==> src/line_follower_pid_defines.svh <==
// Assertion macros shared by the line follower PID RTL.
// No dependencies; included by the modules that carry assertions.
`ifndef LINE_FOLLOWER_PID_DEFINES_SVH
`define LINE_FOLLOWER_PID_DEFINES_SVH
`ifndef NO_ASSERTIONS
`define LFP_ASSERT_IMPL(label, clk, rst_n, ante, cons) \
	label: assert property (@(posedge clk) disable iff (!rst_n) (ante) |-> (cons)) \
		else $error("same-cycle check failed");
`define LFP_ASSERT_NEXT(label, clk, rst_n, ante, cons) \
	label: assert property (@(posedge clk) disable iff (!rst_n) (ante) |=> (cons)) \
		else $error("next-cycle check failed");
`else
`define LFP_ASSERT_IMPL(label, clk, rst_n, ante, cons)
`define LFP_ASSERT_NEXT(label, clk, rst_n, ante, cons)
`endif
`endif

==> src/lfp_pkg.sv <==
// Types and constants of the line follower PID controller.
// No dependencies; used by the front, back and top-level modules.
package lfp_pkg;

	localparam int SAMPLE_BITS   = 10;
	localparam int CFG_DATA_BITS = 16;
	localparam int CFG_IDX_BITS  = 3;

	typedef enum logic [CFG_IDX_BITS-1:0] {
		REG_DARK_THRESHOLD    = 3'd0,
		REG_PROPORTIONAL_GAIN = 3'd1,
		REG_DERIVATIVE_GAIN   = 3'd2,
		REG_INTEGRAL_GAIN     = 3'd3,
		REG_BASE_SPEED        = 3'd4,
		REG_SPEED_LIMIT       = 3'd5
	} cfg_reg_t;

	typedef struct packed {
		logic [SAMPLE_BITS-1:0] dark_threshold;
		logic [15:0]            proportional_gain;
		logic [15:0]            derivative_gain;
		logic [15:0]            integral_gain;
		logic [15:0]            base_speed;
		logic [15:0]            speed_limit;
	} cfg_t;

	typedef struct packed {
		logic [SAMPLE_BITS-1:0] outer_left_sample;
		logic [SAMPLE_BITS-1:0] inner_left_sample;
		logic [SAMPLE_BITS-1:0] inner_right_sample;
		logic [SAMPLE_BITS-1:0] outer_right_sample;
	} sample_set_t;

	typedef struct packed {
		logic [15:0]        left_speed;
		logic [15:0]        right_speed;
		logic signed [3:0]  line_error;
	} result_t;

	// Classified tick handed from the front to the back.
	typedef struct packed {
		logic signed [3:0]  error;
		logic signed [4:0]  delta;
		logic signed [15:0] integral;
	} work_t;

endpackage

==> src/lfp_fifo.sv <==
// Small register-based queue with a combinational head.
// Depends on line_follower_pid_defines.svh for its assertion.
`include "line_follower_pid_defines.svh"

module lfp_fifo #(
	parameter int  DEPTH  = 2,
	parameter type item_t = logic
) (
	input  logic                         clk,
	input  logic                         arst_n,
	input  logic                         push,
	input  item_t                        wr_data,
	output logic                         full,
	input  logic                         pop,
	output item_t                        rd_data,
	output logic                         empty,
	output logic [$clog2(DEPTH+1)-1:0]   count
);

	localparam int CW = $clog2(DEPTH + 1);
	localparam int PW = $clog2(DEPTH);

	item_t         mem_q [DEPTH];
	logic [PW-1:0] wr_ptr_q;
	logic [PW-1:0] rd_ptr_q;
	logic [CW-1:0] count_q;
	logic          do_push;
	logic          do_pop;

	assign full    = (count_q == CW'(DEPTH));
	assign empty   = (count_q == '0);
	assign count   = count_q;
	assign do_push = push && !full;
	assign do_pop  = pop && !empty;
	assign rd_data = mem_q[rd_ptr_q];

	always_ff @(posedge clk or negedge arst_n) begin
		if (!arst_n) begin
			wr_ptr_q <= '0;
			rd_ptr_q <= '0;
			count_q  <= '0;
		end else begin
			if (do_push) begin
				wr_ptr_q <= (wr_ptr_q == PW'(DEPTH - 1)) ? '0 : wr_ptr_q + 1'b1;
			end
			if (do_pop) begin
				rd_ptr_q <= (rd_ptr_q == PW'(DEPTH - 1)) ? '0 : rd_ptr_q + 1'b1;
			end
			if (do_push && !do_pop) begin
				count_q <= count_q + 1'b1;
			end else if (do_pop && !do_push) begin
				count_q <= count_q - 1'b1;
			end
		end
	end

	always_ff @(posedge clk) begin
		if (do_push) begin
			mem_q[wr_ptr_q] <= wr_data;
		end
	end

	`LFP_ASSERT_IMPL(a_count_bound, clk, arst_n, 1'b1, count_q <= CW'(DEPTH))

endmodule

==> src/lfp_front.sv <==
// Front of the controller: sensor thresholding, pattern to error, error state.
// Depends on lfp_pkg and line_follower_pid_defines.svh.
`include "line_follower_pid_defines.svh"

module lfp_front (
	input  logic                                clk,
	input  logic                                arst_n,
	input  logic [lfp_pkg::SAMPLE_BITS-1:0]     dark_threshold,
	input  logic                                take,
	input  lfp_pkg::sample_set_t                samples,
	output lfp_pkg::work_t                      work
);

	localparam logic signed [3:0] ERR_CENTER  = 4'sd0;
	localparam logic signed [3:0] ERR_RIGHT_2 = 4'sd2;
	localparam logic signed [3:0] ERR_RIGHT_3 = 4'sd3;
	localparam logic signed [3:0] ERR_RIGHT_4 = 4'sd4;
	localparam logic signed [3:0] ERR_LEFT_2  = -4'sd2;
	localparam logic signed [3:0] ERR_LEFT_3  = -4'sd3;
	localparam logic signed [3:0] ERR_LEFT_4  = -4'sd4;
	localparam logic signed [16:0] INT_MAX    = 17'sd32767;
	localparam logic signed [16:0] INT_MIN    = -17'sd32767;

	logic [lfp_pkg::SAMPLE_BITS-1:0] smp [4];
	logic [3:0]                      hi;
	logic [3:0]                      lo;
	logic signed [3:0]               held_q;
	logic signed [15:0]              integ_q;
	logic signed [3:0]               err;
	logic signed [16:0]              integ_sum;
	logic signed [15:0]              integ_sat;

	// Index 0 is the outer left sensor, 3 the outer right one.
	assign smp[0] = samples.outer_left_sample;
	assign smp[1] = samples.inner_left_sample;
	assign smp[2] = samples.inner_right_sample;
	assign smp[3] = samples.outer_right_sample;

	always_comb begin
		for (int i = 0; i < 4; i++) begin
			hi[i] = smp[i] > dark_threshold;
			lo[i] = smp[i] < dark_threshold;
		end
	end

	// A sample equal to the threshold is neither high nor low, so no
	// listed pattern matches and the held error carries over.
	always_comb begin
		err = held_q;
		if (hi[0] && hi[1] && hi[2] && hi[3]) begin
			err = ERR_CENTER;
		end else if (hi[0] && hi[1] && lo[2] && hi[3]) begin
			err = ERR_RIGHT_2;
		end else if (hi[0] && hi[1] && lo[2] && lo[3]) begin
			err = ERR_RIGHT_3;
		end else if (hi[0] && hi[1] && hi[2] && lo[3]) begin
			err = ERR_RIGHT_4;
		end else if (hi[0] && lo[1] && hi[2] && hi[3]) begin
			err = ERR_LEFT_2;
		end else if (lo[0] && lo[1] && hi[2] && hi[3]) begin
			err = ERR_LEFT_3;
		end else if (lo[0] && hi[1] && hi[2] && hi[3]) begin
			err = ERR_LEFT_4;
		end
	end

	always_comb begin
		integ_sum = 17'(integ_q) + 17'(err);
		if (integ_sum > INT_MAX) begin
			integ_sat = 16'(INT_MAX);
		end else if (integ_sum < INT_MIN) begin
			integ_sat = 16'(INT_MIN);
		end else begin
			integ_sat = integ_sum[15:0];
		end
	end

	assign work.error    = err;
	assign work.delta    = 5'(err) - 5'(held_q);
	assign work.integral = integ_sat;

	always_ff @(posedge clk or negedge arst_n) begin
		if (!arst_n) begin
			held_q  <= '0;
			integ_q <= '0;
		end else if (take) begin
			held_q  <= err;
			integ_q <= integ_sat;
		end
	end

	`LFP_ASSERT_IMPL(a_held_range, clk, arst_n, 1'b1, held_q >= -4'sd4 && held_q <= 4'sd4)
	`LFP_ASSERT_IMPL(a_integ_range, clk, arst_n, 1'b1, integ_q != 16'sh8000)

endmodule

==> src/lfp_back.sv <==
// Back of the controller: PID products, sum, wheel speed clamp, result queue.
// Depends on lfp_pkg, lfp_fifo and line_follower_pid_defines.svh.
`include "line_follower_pid_defines.svh"

module lfp_back #(
	parameter int OUT_DEPTH = 4
) (
	input  logic              clk,
	input  logic              arst_n,
	input  lfp_pkg::cfg_t     cfg,
	input  logic              work_empty,
	input  lfp_pkg::work_t    work,
	output logic              work_pop,
	input  logic              pop,
	output logic              empty,
	output lfp_pkg::result_t  result
);

	localparam int OCW = $clog2(OUT_DEPTH + 1);

	logic                     v_s1;
	logic signed [3:0]        err_s1;
	logic signed [20:0]       p_prod_s1;
	logic signed [21:0]       d_prod_s1;
	logic signed [32:0]       i_prod_s1;
	logic                     v_s2;
	logic signed [3:0]        err_s2;
	logic signed [34:0]       pid_s2;
	logic signed [35:0]       left_sum;
	logic signed [35:0]       right_sum;
	logic [OCW-1:0]           out_count;
	logic [OCW:0]             occupancy;
	logic                     out_full;
	lfp_pkg::result_t         out_item;

	function automatic logic [15:0] clamp_speed(logic signed [35:0] v, logic [15:0] lim);
		logic [15:0] r;
		if (v > $signed({20'd0, lim})) begin
			r = lim;
		end else if (v < 36'sd0) begin
			r = '0;
		end else begin
			r = v[15:0];
		end
		return r;
	endfunction

	// Issue only when the result queue has room for every item in flight,
	// so the two stages never need to stall.
	assign occupancy = (OCW+1)'(out_count) + (OCW+1)'(v_s1) + (OCW+1)'(v_s2);
	assign work_pop  = !work_empty && (occupancy < (OCW+1)'(OUT_DEPTH));

	always_ff @(posedge clk or negedge arst_n) begin
		if (!arst_n) begin
			v_s1 <= 1'b0;
			v_s2 <= 1'b0;
		end else begin
			v_s1 <= work_pop;
			v_s2 <= v_s1;
		end
	end

	always_ff @(posedge clk) begin
		err_s1    <= work.error;
		p_prod_s1 <= $signed({1'b0, cfg.proportional_gain}) * work.error;
		d_prod_s1 <= $signed({1'b0, cfg.derivative_gain}) * work.delta;
		i_prod_s1 <= $signed({1'b0, cfg.integral_gain}) * work.integral;
		err_s2    <= err_s1;
		pid_s2    <= 35'(p_prod_s1) + 35'(d_prod_s1) + 35'(i_prod_s1);
	end

	assign left_sum  = $signed({20'd0, cfg.base_speed}) + 36'(pid_s2);
	assign right_sum = $signed({20'd0, cfg.base_speed}) - 36'(pid_s2);

	assign out_item.left_speed  = clamp_speed(left_sum, cfg.speed_limit);
	assign out_item.right_speed = clamp_speed(right_sum, cfg.speed_limit);
	assign out_item.line_error  = err_s2;

	lfp_fifo #(
		.DEPTH  (OUT_DEPTH),
		.item_t (lfp_pkg::result_t)
	) u_out_fifo (
		.clk     (clk),
		.arst_n  (arst_n),
		.push    (v_s2),
		.wr_data (out_item),
		.full    (out_full),
		.pop     (pop),
		.rd_data (result),
		.empty   (empty),
		.count   (out_count)
	);

	`LFP_ASSERT_IMPL(a_no_out_overflow, clk, arst_n, v_s2, !out_full)
	`LFP_ASSERT_NEXT(a_stage_flow, clk, arst_n, v_s1, v_s2)
	`LFP_ASSERT_IMPL(a_pop_has_item, clk, arst_n, work_pop, !work_empty)

endmodule

==> src/line_follower_pid.sv <==
// Top level of the line follower PID controller: registers, front, queue, back.
// Depends on lfp_pkg, lfp_front, lfp_fifo and lfp_back.
//
// Channel    Handshake           Payload
// ---------  ------------------  ---------------------------------------------
// samples    push / full         four reflectance samples of one control tick
// result     empty / pop         left and right wheel speed, line error
// config     cfg_we (no wait)    cfg_index selects the register, cfg_data
//
// One item is taken every cycle while the result side keeps popping. An item
// is classified as it is accepted, then passes through the work queue, the
// multiply stage, the sum stage and the result queue before its result can
// be popped. Reset restores register defaults, clears the error state and
// empties both queues. With pop held low the back stops issuing at OUT_DEPTH
// items in flight, the work queue fills, full rises.

module line_follower_pid #(
	parameter int MID_DEPTH = 2,
	parameter int OUT_DEPTH = 4
) (
	input  logic                                  clk,
	input  logic                                  arst_n,
	input  logic                                  push,
	output logic                                  full,
	input  lfp_pkg::sample_set_t                  samples,
	output logic                                  empty,
	input  logic                                  pop,
	output lfp_pkg::result_t                      result,
	input  logic                                  cfg_we,
	input  logic [lfp_pkg::CFG_IDX_BITS-1:0]      cfg_index,
	input  logic [lfp_pkg::CFG_DATA_BITS-1:0]     cfg_data
);

	lfp_pkg::cfg_t  cfg_q;
	lfp_pkg::work_t front_work;
	lfp_pkg::work_t back_work;
	logic           take;
	logic           mid_empty;
	logic           mid_pop;

	// Register file. Writes must come only while the block is idle; the block
	// itself does not enforce this. The front and back read the current values
	// directly. Unknown indexes fall into the default arm and change nothing.
	always_ff @(posedge clk or negedge arst_n) begin
		if (!arst_n) begin
			cfg_q.dark_threshold    <= lfp_pkg::SAMPLE_BITS'(500);
			cfg_q.proportional_gain <= 16'd256;
			cfg_q.derivative_gain   <= 16'd23;
			cfg_q.integral_gain     <= 16'd0;
			cfg_q.base_speed        <= 16'd1608;
			cfg_q.speed_limit       <= 16'd2560;
		end else if (cfg_we) begin
			case (lfp_pkg::cfg_reg_t'(cfg_index))
				lfp_pkg::REG_DARK_THRESHOLD: begin
					cfg_q.dark_threshold <= cfg_data[lfp_pkg::SAMPLE_BITS-1:0];
				end
				lfp_pkg::REG_PROPORTIONAL_GAIN: begin
					cfg_q.proportional_gain <= cfg_data[15:0];
				end
				lfp_pkg::REG_DERIVATIVE_GAIN: begin
					cfg_q.derivative_gain <= cfg_data[15:0];
				end
				lfp_pkg::REG_INTEGRAL_GAIN: begin
					cfg_q.integral_gain <= cfg_data[15:0];
				end
				lfp_pkg::REG_BASE_SPEED: begin
					cfg_q.base_speed <= cfg_data[15:0];
				end
				lfp_pkg::REG_SPEED_LIMIT: begin
					cfg_q.speed_limit <= cfg_data[15:0];
				end
				default: begin
				end
			endcase
		end
	end

	// The front updates its error state exactly when the item enters the
	// work queue, so full of that queue is the input's full.
	assign take = push && !full;

	lfp_front u_front (
		.clk            (clk),
		.arst_n         (arst_n),
		.dark_threshold (cfg_q.dark_threshold),
		.take           (take),
		.samples        (samples),
		.work           (front_work)
	);

	lfp_fifo #(
		.DEPTH  (MID_DEPTH),
		.item_t (lfp_pkg::work_t)
	) u_mid_fifo (
		.clk     (clk),
		.arst_n  (arst_n),
		.push    (push),
		.wr_data (front_work),
		.full    (full),
		.pop     (mid_pop),
		.rd_data (back_work),
		.empty   (mid_empty),
		.count   ()
	);

	lfp_back #(
		.OUT_DEPTH (OUT_DEPTH)
	) u_back (
		.clk        (clk),
		.arst_n     (arst_n),
		.cfg        (cfg_q),
		.work_empty (mid_empty),
		.work       (back_work),
		.work_pop   (mid_pop),
		.pop        (pop),
		.empty      (empty),
		.result     (result)
	);

endmodule
==> config.mk <==
export PLATFORM = sky130hd
export DESIGN_NAME = line_follower_pid
export DESIGN_NICKNAME = d
export VERILOG_FILES = /design/src/lfp_pkg.sv /design/src/lfp_fifo.sv /design/src/lfp_front.sv /design/src/lfp_back.sv /design/src/line_follower_pid.sv
export VERILOG_INCLUDE_DIRS = /design/src /design/src/src
export SDC_FILE = /design/constraint.sdc
export NUM_CORES = 2
export LEC_CHECK = 0
export BUFFER_PORTS_ARGS = -buffer_cell sky130_fd_sc_hd__buf_4
export CAP_MARGIN = 10
export CORE_MARGIN = 1.5
export CORE_UTILIZATION = 45
export DETAILED_ROUTE_END_ITERATION = 12
export PLACE_DENSITY = 0.7
export REMOVE_ABC_BUFFERS = 1
export SLEW_MARGIN = 10
export SYNTH_ARGS = -nofsm -noshare
export SYNTH_HDL_FRONTEND = slang
export SYNTH_SLANG_ARGS = --single-unit
==> constraint.sdc <==
create_clock -name clk -period 9.9 [get_ports clk]
set_input_delay 0.99 -clock clk [delete_from_list [all_inputs] [get_ports clk]]
set_output_delay 0.99 -clock clk [all_outputs]
set_load 0.02 [all_outputs]
==> results by group <==
Status
  • Outcome: completed

Critical path
  • Cell mode on critical path: fa_1
  • FF-to-FF End: u_back.i_prod_s1[32]$_DFF_P_
  • CP Class: register to register
  • Reg2reg setup slack: 2.54 ns
  • Critical path fanouts, max: 26
  • CP startpoint kind: register
  • Worst setup startpoint: u_mid_fifo.rd_ptr_q$_DFFE_PN0P_
  • Slowest CP cell: fa_1
  • Worst path required time: 10.41 ns
  • Reg2reg path depth: 21
  • Critical Path Max Stage Delay: 0.58 ns
  • Arrival time worst endpoint: 7.87 ns
  • Worst setup EP type: register
  • Worst path cell trace: buf_4, mux2_2, nand2_1, fa_1, inv_1, fa_1, fa_1, ha_1, fa_1, fa_1, ha_1, a21o_1, a2111oi_2, and2_1, a211oi_1, nor3_1, o31ai_1, o41ai_1, o21ai_0, a21oi_1, xnor2_1
  • RR Startpoint: u_mid_fifo.rd_ptr_q$_DFFE_PN0P_
  • Worst Setup EP: u_back.i_prod_s1[32]$_DFF_P_

STA
  • Post-layout min period: 7.360 ns
  • Tcrit/Tclk final: 0.7435
  • Setup TNS: 0 ns
  • Least-Margin Pin Slew: 1.138 ns
  • Slew Viols, Final: 0
  • Layout Skew: 0.04191 ns
  • Hold Vio Cnt, Final: 0
  • Slew HR: 0.2393
  • F_max: 0.1359 GHz
  • RSZ-0062 raised after global routing: no
  • Final setup viols: 0

Die
  • I/O Pins: 102
  • Num rows: 102
  • Die height: 284.2 um
  • Die Width: 284.2 um
  • Die footprint: 80750 um2
  • Initial Utilization: 0.4570
  • Core area: 77850 um2

Cells and area
  • Final net count: 4178
  • Layout cells sized above 1: 0.1280
  • Filler instances: 7102
  • Syn-to-layout area delta: 9.788%
  • Antenna diode count: 0

Logic synthesis
  • Post-synthesis cell count: 3369
  • Most frequent cells after synthesis: inv_1 (420), ha_1 (371), nand2_1 (344)
  • Yosys cell types: 89
  • Top_reg_cell synth: edfxtp_1
  • Syn avg cell area: 10.56 um2
  • Post-synth EDFFs: 194
  • Syn. warnings: 0
  • Synth Register Bits: 435
  • Post-synth top area cell: fa_1
  • Register area share after synthesis: 0.3173
  • Mapped Area: 35570 um2
  • Post-synth top area share: 0.1716
  • Count leader, synth: inv_1
  • Async SR Flop Fraction: 0.2828
  • Top cells by area, synth: fa_1 (17%), edfxtp_1 (16%), ha_1 (13%), dfrtp_1 (7.5%), dfxtp_1 (6.6%)

Drt
  • Vias per cell: 5.327
  • Wire per inst: 17.00 um
  • Drt total wl: 76.75 mm
  • 1st-iter DRT viols: 1358
  • 1st-pass router iterations: 8
  • Vias: 24060
  • Final ANT Viol Nets: 0
  • DRC: 0

CTS
  • Number of buffers created by CTS: 46
  • CTS Sinks: 435
  • Resize count post-CTS: 0
  • # H-tree levels: 2
  • Hold buffers post-CTS: 0
  • CTS tree: yes
  • Clock Latency Late Sink: 0.62 ns
  • Post-CTS setup buffer count: 0
  • Worst-path clk slew: 0.06 ns
  • CTS Buffer Depth: 3
  • CTS root buf: clkbuf_16

Min path
  • Hold WC Path Type: register to register

Global route
  • GR Util All Layers: 0.1918
  • Grt ovf: 0
  • First-pass GRT wire length: 126.8 mm
  • Vias in the first global route: 24890
  • Largest net degree at the start of global routing: 64
  • Initial antenna violation count: 2

Placement
  • Gp weighted congestion: 0.8832
  • HPWL after detailed placement: 59.21 mm
  • Port Buffer Count: 101

Flow run
  • Max-Cap Viols: 0
state kept, by name, indices dropped and copies added (netlist names), 4 cells and up:
name / cells
u_back.i_prod_s1: 33
u_front.integ_q: 16
u_back.u_out_fifo.mem_q: 144
u_back.p_prod_s1: 21
u_back.err_s2: 4
u_back.err_s1: 4
u_back.pid_s2: 34
u_mid_fifo.mem_q: 50
u_front.held_q: 4
u_back.d_prod_s1: 22
cfg_q: 90
how the worst min path moves through the flow:
stage	startpoint	end	slack (ns)	depth (start not counted)
after global routing	u_back.err_s1[2]$_DFF_P_	u_back.err_s2[2]$_DFF_P_	0.33	0
final	u_back.err_s1[2]$_DFF_P_	u_back.err_s2[2]$_DFF_P_	0.33	0
after floorplan	u_back.err_s1[0]$_DFF_P_	u_back.err_s2[0]$_DFF_P_	0.31	0
after global placement	u_back.err_s1[2]$_DFF_P_	u_back.err_s2[2]$_DFF_P_	0.31	0
after detailed placement	u_back.err_s1[0]$_DFF_P_	u_back.err_s2[0]$_DFF_P_	0.32	0
after CTS	u_back.err_s1[0]$_DFF_P_	u_back.err_s2[0]$_DFF_P_	0.33	0
layer usage:
metal	global-route usage	vias to the layer above	wire, um
met4	0.03418	0	1262
met3	0.02632	102	3056
met1	0.2563	11990	34880
li1	-	11530	-
met2	0.3343	442	37560
met5	0	-	0
kinds of logic after synthesis:
logic type                 after synthesis  share of synthesized area
DFF                                    435                     0.3173
adders and majority gates              686                     0.3049
xor gates and xnor gates               140                    0.03447
and+or+nand+nor                        926                     0.1301
muxes                                  186                    0.06876
AOI/OAI and AO/OA                      464                    0.08621
buffers and inverters                  532                    0.05828
area by class of cell:
cell class / count / area, um2 / share of cell area
tap: 1040 / 1301 / 0.03332
inverter: 424 / 1592 / 0.04075
clock inverter: 27 / 345.3 / 0.008842
multi-input combinational: 2402 / 22290 / 0.5706
timing repair buffer: 129 / 972.2 / 0.02489
clock buffer: 59 / 1272 / 0.03258
sequential: 435 / 11290 / 0.2890
placed cells by master, fill, tap and decap left out, types with 16 or more instances in the layout:
| cell | Yosys | final |
|---|---|---|
| and2_1 | 67 | 67 |
| nand2_1 | 344 | 344 |
| nor2_1 | 122 | 120 |
| or3_1 | 19 | 19 |
| nor2b_1 | 122 | 122 |
| a211oi_1 | 16 | 16 |
| mux2i_1 | 46 | 43 |
| o21ai_0 | 81 | 81 |
| xnor2_1 | 98 | 98 |
| nand4_1 | 23 | 23 |
| or2_2 | 51 | 51 |
| inv_1 | 420 | 420 |
| a21oi_1 | 143 | 143 |
| ha_1 | 371 | 371 |
| clkbuf_16 | 0 | 48 |
| mux2_2 | 102 | 102 |
| edfxtp_1 | 194 | 194 |
| dfrtp_1 | 106 | 105 |
| nand3_1 | 43 | 43 |
| buf_4 | 4 | 128 |
| nand2b_1 | 33 | 33 |
| dfxtp_1 | 118 | 118 |
| nor3_1 | 41 | 40 |
| o21a_1 | 18 | 18 |
| o21bai_1 | 19 | 19 |
| fa_1 | 305 | 305 |
| a21o_1 | 61 | 61 |
| xor2_1 | 42 | 42 |
| dfstp_2 | 17 | 17 |
| mux4_2 | 36 | 36 |
worst max-delay path: cells and delay by family, from the launching register on:
family                   cells  cell delay (ns)
buffers and inverters        2             0.40
multiplexers                 1             0.45
flip-flops                   1             0.33
XOR/XNOR                     1             0.13
adder cells (fa/ha/maj)      7             3.28
AO/OA/AOI/OAI                7             1.96
AND/OR/NAND/NOR              3             0.71
stage by stage:
step	util	std cells	setup slack [ns]	area [um2]	hold WS (ns)
after detailed placement	0.4809	4430	2.593	37440	0.3154
after CTS	0.5017	4516	2.506	39060	0.3299
final	0.5017	4516	2.540	39060	0.3312
after floorplan	-	3261	2.792	35090	0.3096
after global routing	0.5017	4516	2.060	39060	0.3326
after global placement	0.4809	4430	2.680	37440	0.3126
Power is left out: the tool's default activity adds up to more than one toggle a clock period on the data nets, which glitch-free logic cannot reach.
